[src/sv/ffa_ram.sv]
module ffa_ram #(
    parameter int WIDTH = 16,
    parameter int DEPTH = 256
) (
    input  logic                     i_clk,
    input  logic                     i_en,
    input  logic                     i_we,
    input  logic [$clog2(DEPTH)-1:0] i_addr,
    input  logic [WIDTH-1:0]         i_wdata,
    output logic [WIDTH-1:0]         o_rdata
);

    logic [WIDTH-1:0] r_mem [DEPTH];
    logic [WIDTH-1:0] r_rdata;

    // Write or read one word, registered read
    always_ff @(posedge i_clk) begin
        if (i_en) begin
            if (i_we) begin
                r_mem[i_addr] <= i_wdata;
            end else begin
                r_rdata <= r_mem[i_addr];
            end
        end
    end

    assign o_rdata = r_rdata;

endmodule

[config.mk]
export PLATFORM = sky130hd
export DESIGN_NAME = ffa_ram
export DESIGN_NICKNAME = d
export VERILOG_FILES = /design/src/sv/ffa_ram.sv
export SDC_FILE = /design/constraint.sdc
export NUM_CORES = 2
export LEC_CHECK = 0
export BUFFER_PORTS_ARGS = -buffer_cell sky130_fd_sc_hd__buf_2
export CAP_MARGIN = 10
export CORE_MARGIN = 1
export CORE_UTILIZATION = 35
export CTS_BUF_LIST = sky130_fd_sc_hd__clkbuf_2 sky130_fd_sc_hd__clkbuf_4 sky130_fd_sc_hd__clkbuf_8
export DETAILED_ROUTE_END_ITERATION = 10
export SLEW_MARGIN = 25
export SYNTH_ARGS = -nofsm -noshare
export SYNTH_HDL_FRONTEND = slang
export SYNTH_SLANG_ARGS = --single-unit
[constraint.sdc]
create_clock -name i_clk -period 3.3 [get_ports i_clk]
set_input_delay 0.495 -clock i_clk [delete_from_list [all_inputs] [get_ports i_clk]]
set_output_delay 0.495 -clock i_clk [all_outputs]
set_load 0.02 [all_outputs]
==> results.cfg <==
[grt]
grt_first_pass_wirelength_um = 592000
grt_pass1_vias = 79700
antenna_found_initial = 17
grt_start_max_net_pins = 117
grtUsageTotal_pct = 18.4
grt_overflow = 0

[worst_setup_path]
reg2reg_from = r_mem[124][13]$_DFFE_PP_
worstPathRequired_ns = 4.22
critPathLaunchType = flip-flop
r2r_end = o_rdata[13]$_DFFE_PP_
crit_start = r_mem[124][13]$_DFFE_PP_
slowest_stage = o41ai_1
crit_path_end_kind = flip-flop
rr_worst_depth = 7
path_delay_family = compound AO/OA/AOI/OAI gates
cp_cell_sequence = mux4_2 -> a22oi_1 -> a21oi_1 -> buf_4 -> o41ai_1 -> buf_4 -> nand4_1
cpMostUsedCell = buf_4
rrSetupSlack_ns = 0.22
crit_buf_inv = 2
critPathMaxFanout = 1
crit_type = reg -> reg
critical_path_arrival_ns = 4.00
max_stage_delay_ns = 0.86

[placement]
dp_hpwl_um = 256000
routabilityCongestion = 0.815
dp_cells = 13100
post_dp_cell_area_mm2 = 0.172
portBuffers = 42
place_ws_ns = -0.715

[timing]
worstMarginPinSlew_ns = 1.11
fin_crit_sh_pct = 93.3
fmax_mhz = 325
slew_violations = 0
fin_skew_ns = 0.0763
finalHoldViolations = 0
slew_headroom_pct = 25.8
fin_ws_ns = 0.220
setup_viol = 0
rsz0062_at_grt = no
fin_crit_ns = 3.08

[logic_synthesis]
synth.area.mux_share_pct = 14.9
yosys_warnings = 0
synth_edf_count = 4112
synth-compound-area-share_pct = 3.66
synth_simple_gate_area_share_pct = 0.843
synth_nets = 6732
ys.flop_type = edfxtp_1
synthXorXnorAreaFrac_pct = 0
yosysSeqAreaShare_pct = 79.5
yosysTopAreaCell = edfxtp_1
yosys.area.top_type_share_pct = 79.5
async_flop_share_pct = 0
ys_top_cells_by_area = edfxtp_1, mux4_2, a22oi_1
yosysMostFrequentCell = edfxtp_1
syn_area_mm2 = 0.155
syn_inst = 6705
avgSynthCellArea_um2 = 23.2
synthTopCellsByCount = edfxtp_1, mux4_2, a22oi_1
synth_top_family_by_area = multiplexers
ys_seq_elements = 4112
synth_cell_types = 20
synthAdderAreaFrac_pct = 0

[drt]
vias = 77800
antenna_left = 0
routedWlPerCell_um = 29.2
wirelength_um = 418000
viasPerCell = 5.43
drt_pass1_iterations = 8
drc_errors = 0
drt_iter0_markers = 8717

[floorplanning]
core_mm2 = 0.441
ioPinCount = 43
dieArea_mm2 = 0.446
start_util_pct = 35.2
fp-row-count = 244
die_w_um = 668
die_h_um = 668

[clocking]
cts-buffers-inserted = 657
tritoncts = built
cts_root_buffer = clkbuf_8
cts_resized = 0
cts_sinks = 4112
cts.reportedPaths.clkPinSlew_ns = 0.06
clock_latency_ns = 1.20
cts-htree-levels = 6
cts_buffer_depth = 4

[final_layout]
syn_to_final_growth_pct = 19.0
finish.utilization_pct = 41.8
stdcell_area_mm2 = 0.185
fin_nets = 7932
drive_gt1_share_pct = 36.1
fin_cells = 14300
nFillCells = 38000

[hold_path]
min_path_type = in -> reg
holdPathEnd = r_mem[119][1]$_DFFE_PP_
whs_path_depth = 4
hold_path_startpoint = i_addr[4]

[pwr]
sw_frac_of_total_pct = 22.3
combPwrFrac_pct = 5.2
finalPower_mw = 105
vdd_drop_max_v = 0.000497
power_leakage_nw = 57.6
pwr-share-seq_pct = 54.8
internal_power_mw = 81.7
clockPowerShare_pct = 40.0
p_sw_mw = 23.4
power_density_mw_per_mm2 = 569

[flow_run]
maxCapViolations = 0

[run_status]
status = completed
metal layers:
metal	GRT usage (%)	routed length [µm]	part of all wire (%)
met5	0	56	0.013
met4	5.91	13300	3.2
met3	3.09	32800	7.8
met2	30.0	203000	49
met1	25.2	168000	40
power by group through the flow:
stage | registers [mW] | logic [mW] | clock network [mW]
after floorplan | 58.7 | 2.40 | 0
after global placement | 58.7 | 5.35 | 0
after detailed placement | 58.7 | 5.44 | 0
after CTS | 57.6 | 5.48 | 42.9
after global routing | 57.6 | 5.68 | 45.0
final | 57.6 | 5.42 | 42.1
worst max path at each step:
stage / endpoint / slack (ns) / cells past startpoint
3_3_place_gp: o_rdata[15]$_DFFE_PP_ / -1.38 / 8
3_5_place_dp: o_rdata[6]$_DFFE_PP_ / -0.71 / 9
5_1_grt: o_rdata[13]$_DFFE_PP_ / 0.16 / 7
2_1_floorplan: r_mem[114][0]$_DFFE_PP_ / 0.22 / 7
4_1_cts: o_rdata[13]$_DFFE_PP_ / 0.23 / 7
6_report: o_rdata[13]$_DFFE_PP_ / 0.22 / 7
tightest hold or removal path, delay by kind of cell:
family	cells	cell delay, ns
buffers and inverters	2	0.51
and+or+nand+nor	2	0.27
state kept, by name, summed over array words and instances (netlist names):
register and count:
r_mem 4096, o_rdata 16
cell usage in the layout (no fill, tap or decap), types with 3 or more instances in the layout:
master | Yosys | routed
a22oi_1 | 512 | 512
inv_6 | 0 | 9
nand2_1 | 30 | 13
clkinv_2 | 0 | 48
clkbuf_8 | 0 | 663
nor2_2 | 0 | 13
dlygate4sd3_1 | 0 | 18
diode_2 | 0 | 15
buf_8 | 0 | 17
nor2b_2 | 0 | 3
nand2_2 | 0 | 16
edfxtp_1 | 4112 | 4112
o41ai_1 | 64 | 39
clkinv_1 | 0 | 144
clkbuf_4 | 0 | 235
clkinv_8 | 0 | 7
o41ai_2 | 0 | 25
buf_4 | 11 | 599
mux4_2 | 1024 | 1024
nand4_1 | 16 | 16
inv_8 | 0 | 12
bufinv_16 | 0 | 7
nor2_1 | 259 | 245
nand3_1 | 4 | 4
clkinvlp_4 | 0 | 17
inv_12 | 0 | 9
buf_12 | 0 | 295
buf_2 | 91 | 24
a21oi_1 | 256 | 256
cell type report:
| type | instances | area [µm²] | area share [%] |
|---|---|---|---|
| antenna | 15 | 37.5 | 0.0203 |
| clock buffer | 898 | 10900 | 5.89 |
| clock inverter | 255 | 1620 | 0.878 |
| multi-input combinational | 2181 | 30400 | 16.4 |
| sequential | 4112 | 123000 | 66.8 |
| tap | 5904 | 7390 | 4.00 |
| timing repair buffer | 953 | 11000 | 5.93 |
stage by stage:
| stage | hold slack (ns) | setup TNS (ns) |
|---|---|---|
| floorplan | 0.594 | 0 |
| finish | 0.335 | 0 |
| global route | 0.308 | 0 |
| detailed placement | 0.917 | -8.11 |
| global placement | 0.908 | -9.04 |
| CTS | 0.215 | 0 |
logic make-up (layout without fill, tap and decap cells):
group                  Yosys count  after routing
buffers and inverters          412           2106
AO/OA/AOI/OAI                  832            832
flip-flops                    4112           4112
other                            0             15
multiplexers                  1024           1024
AND/OR/NAND/NOR                325            325
timing repair:
action	CTS	global route
endpoints found under the hold margin	1702	0
hold buffers	18	0
buffers inserted	0	0
Note: power is estimated with default switching activity, not from simulation.
