`config.mk`:
```
export PLATFORM = sky130hd
export DESIGN_NAME = ffa_cell
export DESIGN_NICKNAME = d
export VERILOG_FILES = /design/src/sv/ffa_pkg.sv /design/src/sv/ffa_cell.sv
export SDC_FILE = /design/constraint.sdc
export NUM_CORES = 1
export LEC_CHECK = 0
export ABC_CLOCK_PERIOD_IN_PS = 2500
export CORE_MARGIN = 1.5
export CORE_UTILIZATION = 52
export CTS_BUF_LIST = sky130_fd_sc_hd__clkbuf_8
export CTS_CLUSTER_SIZE = 14
export DETAILED_ROUTE_END_ITERATION = 12
export DONT_BUFFER_PORTS = 1
export PLACE_DENSITY = 0.75
export SLEW_MARGIN = 20
export SYNTH_ARGS = -nofsm -noshare
export SYNTH_HDL_FRONTEND = slang
export SYNTH_SLANG_ARGS = --single-unit
export TNS_END_PERCENT = 100
```
`constraint.sdc`:
```
create_clock -name i_clk -period 2.5 [get_ports i_clk]
set_clock_uncertainty 0.15 [all_clocks]
set_input_delay 0.125 -clock i_clk [delete_from_list [all_inputs] [get_ports i_clk]]
set_output_delay 0.125 -clock i_clk [all_outputs]
set_load 0.02 [all_outputs]
```
`src/sv/ffa_pkg.sv`:
```
package ffa_pkg;

    // Arena geometry and free list depth
    localparam int ARENA_BYTES  = 65536;
    localparam int HEADER_BYTES = 16;
    localparam int MAX_FREE     = 64;
    localparam int ADDR_W       = 16;
    localparam int REC_DEPTH    = 1 << ADDR_W;

    localparam logic [ADDR_W-1:0] HDR_LEN   = ADDR_W'(HEADER_BYTES);
    localparam logic [ADDR_W-1:0] INIT_SIZE = ADDR_W'(ARENA_BYTES - HEADER_BYTES);

    // Opcodes
    localparam logic OP_ALLOC = 1'b0;
    localparam logic OP_FREE  = 1'b1;

    // Status codes
    localparam logic [1:0] ST_OK   = 2'd0;
    localparam logic [1:0] ST_FAIL = 2'd1;
    localparam logic [1:0] ST_FULL = 2'd2;
    localparam logic [1:0] ST_NULL = 2'd3;

    typedef struct packed {
        logic              opcode;
        logic [ADDR_W-1:0] request_size;
        logic [ADDR_W-1:0] block_address;
    } t_req;

    typedef struct packed {
        logic [ADDR_W-1:0] payload_address;
        logic [1:0]        status;
    } t_rsp;

    // One free list entry
    typedef struct packed {
        logic              valid;
        logic [ADDR_W-1:0] offset;
        logic [ADDR_W-1:0] size;
    } t_entry;

    // Broadcast command to every cell of the free list
    typedef struct packed {
        logic              cmp;
        logic              split;
        logic              remove;
        logic              push;
        logic [ADDR_W-1:0] req;
        logic [ADDR_W-1:0] new_offset;
        logic [ADDR_W-1:0] rem_size;
    } t_cell_cmd;

endpackage

```
`src/sv/ffa_cell.sv`:
```
module ffa_cell
    import ffa_pkg::*;
(
    input  logic      i_clk,
    input  logic      i_rst_n,
    input  t_cell_cmd i_cmd,
    input  t_entry    i_rst_entry,
    input  t_entry    i_prev,
    input  t_entry    i_next,
    input  logic      i_sel,
    input  logic      i_ge,
    output t_entry    o_entry,
    output logic      o_fit
);

    t_entry r_entry;
    logic   r_fit;

    always_ff @(posedge i_clk) begin
        if (!i_rst_n) begin
            r_entry <= i_rst_entry;
            r_fit   <= 1'b0;
        end else begin
            // Flag whether this entry holds the request
            if (i_cmd.cmp) begin
                r_fit <= r_entry.valid && (r_entry.size >= i_cmd.req);
            end
            // Shift down on push, shift up on removal, shrink on split
            if (i_cmd.push) begin
                r_entry <= i_prev;
            end else if (i_cmd.remove && i_ge) begin
                r_entry <= i_next;
            end else if (i_cmd.split && i_sel) begin
                r_entry.offset <= i_cmd.new_offset;
                r_entry.size   <= i_cmd.rem_size;
            end
        end
    end

    assign o_entry = r_entry;
    assign o_fit   = r_fit;

endmodule

```
==> impl_metrics.ini, run 1 <==
[pwr]
comb_power_share_pct = 20.3
p_sw_share_pct = 29.6
power.share.clock_pct = 23.7
ir_worst_vdd_uv = 344
leakage_uw = 0.00134
powerDensity_nw_per_um2 = 512
power_uw = 1520
p_sw_uw = 451
pwr-share-seq_pct = 56.0
p_int_uw = 1070

[synth]
synth_compound_area_share_pct = 9.96
ys_seq_area_share_pct = 40.0
synth_edf_count = 33
muxShareOfSynthArea_pct = 27.8
synthXorXnorAreaFrac_pct = 0
yosys.area_share.simple_pct = 8.08
synth_ff_type = edfxtp_1
synth_cells = 244
yosysWarnings = 0
synth_top_family_by_area = multiplexers
synth-adder-area-share_pct = 7.93
syn_avg_cell_area_sq_um = 10.3
ys_seq_elements = 34
synth.cell_area_sq_um = 2520
syn_nets = 415
async_reset_ff_share_pct = 0
yosysUniqueCellTypes = 29

[critical_path]
critPathArrivalTime_ns = 1.82
cp.required_ns = 2.50
slowest_stage = edfxtp_1
slowest_delay_ns = 0.50
worstPathMaxFanout = 2
path_class = flop to flop
crit_path_start_kind = flop
worst_path_most_repeated_cell = o21ai_0
crit_path_end_kind = flop
critical_path.cell_chain = ha_1 > a211oi_1 > o21ai_0 > a41oi_1 > o21ai_0

[clocking]
clk_pin_slew_ns = 0.07
clk_path_buf_depth = 2
cts_max_level = 2
cts.sink_count = 34
ctsResizeCount = 0
cts-root-buf = clkbuf_8
insertion_delay_ns = 0.28
cts_tree = built
cts_buffers = 5

[sta]
fin_ws_ns = 0.686
period_share_pct = 72.6
setup_viol = 0
setup_tns_ns = 0
slew_headroom_pct = 72.3
max_freq_mhz = 551
fin_hold_ws_ns = 0.0157
tightest_slew_ns = 0.415
hold_viol_final = 0
rsz0062_at_grt = false
report.final.slew_viol_count = 0
post-route-min-period_ns = 1.81

[cells_and_area]
layout.cells.non_filler = 328
final_common_cell = nand2_1
final_cell_mix = nand2_1, dlygate4sd3_1, mux2i_1, mux2_2, edfxtp_1
area_delta_synth_final_pct = 17.8
nets = 446
layout-drive-gt1-share_pct = 15.3
diodes = 0

[detailed_routing]
dr.pass1.iters = 4
vias_per_cell = 5.95
vias = 1950
wirelength_mm = 6.14
wire_per_inst_microns = 18.7
drc = 0
drt_iter0_markers = 75
ant_nets = 0

[floorplan]
dieArea_sq_um = 5280
die_h_microns = 72.7
io_pins = 189
rows = 25
fp.coreArea_sq_um = 4690
die_x_microns = 72.7
initial_core_util_pct = 53.8

[grt]
grt_max_degree = 67
grt_first_pass_wirelength_mm = 9.34
grt_pass1_vias = 2018
antenna_found_initial = 0
track_usage_pct = 23.5
overflow = 0

[status]
outcome = completed

[placement]
io_buffers = 0
dp_hpwl_mm = 4.11
dp_cells = 286
pre_cts_ws_ns = 0.673
place_congestion = 0.804

[hold_path]
hp-class = input pin to flop

[job]
cap_violations = 0
[flip-flops by register name, summed over array words and instances, names as in the netlist]
name,flops
o_fit,1
o_entry,33
[metrics by stage]
stage | util [%] | area (sq um)
after global routing | 63.4 | 2970
after global placement | 53.9 | 2530
final | 63.4 | 2970
after CTS | 63.4 | 2970
after detailed placement | 53.9 | 2530
after floorplan | - | 2520
[worst max-delay path, delay by kind of cell, from the launching register on]
family / cells / cell delay [ns]
AO/OA/AOI/OAI: 4 / 0.70
flip-flops: 1 / 0.50
adder cells (fa/ha/maj): 1 / 0.33
[power groups by stage]
| stage | Combinational, uW | Clock [uW] | Sequential (uW) |
|---|---|---|---|
| floorplan | 229 | 0 | 848 |
| global placement | 237 | 0 | 865 |
| detailed placement | 249 | 0 | 866 |
| CTS | 308 | 369 | 855 |
| global route | 351 | 390 | 861 |
| finish | 309 | 360 | 854 |
[metal layers]
layer	global-route usage, %	part of all wire (%)
met2	43.9	54
met5	0	0
met1	26.1	37
met3	4.56	7.1
met4	9.01	1.7
[cell type report]
| class | count | area (sq um) |
|---|---|---|
| Sequential cell | 34 | 1010 |
| Tap cell | 54 | 67.6 |
| Clock inverter | 1 | 3.75 |
| Fill cell | 362 | 1720 |
| Multi-Input combinational cell | 178 | 1360 |
| Clock buffer | 5 | 68.8 |
| Inverter | 18 | 67.6 |
| Timing Repair Buffer | 38 | 398 |
[cell usage after synthesis, types with 2 or more instances]
| cell type | number | area (sq um) |
|---|---|---|
| buf_2 | 6 | 30.0 |
| clkbuf_1 | 2 | 7.51 |
| buf_6 | 3 | 33.8 |
| nor2_1 | 3 | 11.3 |
| ha_1 | 16 | 200 |
| mux2_2 | 33 | 372 |
| a21oi_1 | 6 | 30.0 |
| nand2_1 | 38 | 143 |
| edfxtp_1 | 33 | 991 |
| clkbuf_2 | 2 | 10.0 |
| o21ai_1 | 8 | 40.0 |
| mux2i_1 | 33 | 330 |
| o21ai_0 | 28 | 140 |
| inv_1 | 18 | 67.6 |
[kinds of logic (layout without fill, tap and decap cells)]
group,count (synthesis),count (layout)
muxes,66,66
and+or+nand+nor,49,49
AOI/OAI and AO/OA,47,47
DFF,34,34
buffers and inverters,32,62
adders and majority gates,16,16
[timing repair]
item | 4_1_cts | 5_1_grt
setup buffers | 0 | 0
hold buffers | 36 | 0
endpoints found under the hold margin | 35 | 0
[worst paths after layout]
| path | startpoint | end | slack, ns | depth (start not counted) |
|---|---|---|---|---|
| worst max-delay path | o_entry[2] | o_fit | 0.69 | 5 |
| worst min-delay path | i_cmd[48] | o_entry[19] | 0.02 | 3 |
| worst max register to register | o_entry[2] | o_fit | 0.69 | 5 |
| worst min register to register | o_fit | o_fit | 0.71 | 4 |
(Power assumes the default switching activity.)
==> run 2, diff against run 1 <==
Settings changed: ABC_CLOCK_PERIOD_IN_PS 2500 to 1550, PLACE_DENSITY 0.75 to 0.78.
Clock period 2.5 ns to 1.55 ns, I/O delays scaled along.
==> run 2 against run 1 <==
  * The run now ends with hold timing, setup timing left
  * Setup slack worse by 0.71 ns
  * Sequential power is 52% higher
  * Largest cell class unchanged
  * Largest power group unchanged
  * Critical path type unchanged
  * Sequential cell count is the same
  * Highest routed layer unchanged
  * Via count up 15%
  * Worst hold slack got worse by 0.13 ns
==> impl_metrics.ini, run 2 (synthesis gave the netlist of run 1 again) <==
[detailed_routing]
vias = 2233
wire_per_inst_microns = 20.3
vias_per_cell = 5.92
dr.pass1.iters = 4
drc = 0
wirelength_mm = 7.64
ant_nets = 0
drt_iter0_markers = 76

[sta]
slew_headroom_pct = 49.8
max_freq_mhz = 636
fin_hold_ws_ns = -0.113
fin_ws_ns = -0.0221
hold_viol_final = 4
setup_viol = 2
rsz0062_at_grt = true
post-route-min-period_ns = 1.57
tightest_slew_ns = 0.753
report.final.slew_viol_count = 0
period_share_pct = 101

[clocking]
cts-root-buf = clkbuf_8
clk_pin_slew_ns = 0.07
cts_tree = built
cts.sink_count = 34
insertion_delay_ns = 0.28
cts_max_level = 2
clk_path_buf_depth = 2
cts_buffers = 5

[cells_and_area]
diodes = 0
nets = 493
fillers = 326
final_cell_mix = dlygate4sd3_1, nand2_1, mux2_2, edfxtp_1, mux2i_1
layout.cells.non_filler = 377
final_common_cell = dlygate4sd3_1
multi_input_area_sq_um = 1410
layout-drive-gt1-share_pct = 21.7
regArea_sq_um = 1010
largest_reg_flops = 33
area_delta_synth_final_pct = 37.3

[floorplan]
fp.coreArea_sq_um = 4690
die_h_microns = 72.7
die_x_microns = 72.7
dieArea_sq_um = 5280
initial_core_util_pct = 53.8
io_pins = 189
rows = 25

[critical_path]
crit_path_end_kind = flop
critical_path.cell_chain = ha_1 > a211oi_1 > o21ai_1 > a41oi_1 > o21ai_1
critPathArrivalTime_ns = 1.58
cp.required_ns = 1.56
crit_path_start_kind = flop
slowest_delay_ns = 0.40
cp_num_buf_inv = 0
path_class = flop to flop
worst_path_most_repeated_cell = o21ai_1
slowest_stage = edfxtp_1
worstPathMaxFanout = 2
cp_top_family = compound AO/OA/AOI/OAI gates

[job]
cap_violations = 0

[grt]
grt_max_degree = 67
grt_pass1_vias = 2370
grt_first_pass_wirelength_mm = 10.8
track_usage_pct = 27.5
overflow = 0
antenna_found_initial = 0

[placement]
pre_cts_ws_ns = -0.0625
io_buffers = 0
dp_hpwl_mm = 4.40
place_congestion = 0.779
dp_cells = 304

[pwr]
ir_worst_vdd_uv = 506
powerDensity_nw_per_um2 = 788
leakage_uw = 0.00155
power_uw = 2730

[status]
violations = hold timing, setup timing
outcome = finished with violations

[hold_path]
hp-class = input pin to flop
==> run 2: cell types whose count changed in the layout (fill, tap and decap cells not counted), sizes merged <==
cell,before,now
clkbuf,5,6
dlygate4sd3,35,63
clkinv,1,0
buf,3,22
inv,18,20
==> run 2: layout make-up <==
type                       count  area share (%)
clock buffer                   6            2.38
inverter                      18            1.95
clock inverter                 2           0.217
multi-input combinational    178            40.7
sequential                    34            29.2
timing repair buffer          85            23.7
tap                           54            1.95
==> run 2: through the flow <==
stage / utilization, % / area [sq um] / hold WS, ns / TNS, ns
floorplan: - / 2530 / 0.147 / -0.0100
CTS: 73.7 / 3460 / -0.0305 / 0
global placement: 56.9 / 2670 / 0.120 / -0.0117
finish: 73.9 / 3470 / -0.113 / -0.0268
detailed placement: 56.9 / 2670 / 0.132 / -0.0625
global route: 73.9 / 3470 / -0.120 / -0.0813
==> run 2: power by group <==
part | internal, uW | total [uW] | switching (uW) | leakage, uW
combinational | 420 | 768 | 347 | 0.00115
sequential | 1150 | 1300 | 145 | 0.000353
clock | 349 | 666 | 316 | 0.0000538
==> run 2: what timing repair did <==
action,in CTS,in global routing
buffers inserted,1,0
pin swaps,2,1
setup endpoints to repair,1,4
resized for setup,4,5
hold buffers,65,1
endpoints found under the hold margin,35,4
==> run 2: worst reg2reg max path: cells and delay by family, from the launching register on <==
| kind | cells | cell delay (ns) |
|---|---|---|
| compound gates | 4 | 0.56 |
| flops | 1 | 0.40 |
| fa+ha+maj | 1 | 0.34 |
==> run 2: final timing paths <==
path                   start           to  slack [ns]  depth (start not counted)
hold reg to reg   o_entry[4]        o_fit        0.63                          3
setup / recovery  o_entry[2]        o_fit       -0.02                          5
hold / removal       i_rst_n  o_entry[30]       -0.11                          1
setup reg to reg  o_entry[2]        o_fit       -0.02                          5
==> run 2: routing by layer <==
metal / global-route usage [%] / up-vias / wire (microns)
met1: 28.9 / 1040 / 2770
met5: 0 / - / 0
met2: 51.3 / 128 / 4060
met3: 6.08 / 31 / 491
li1: - / 1034 / -
met4: 13.8 / 0 / 321
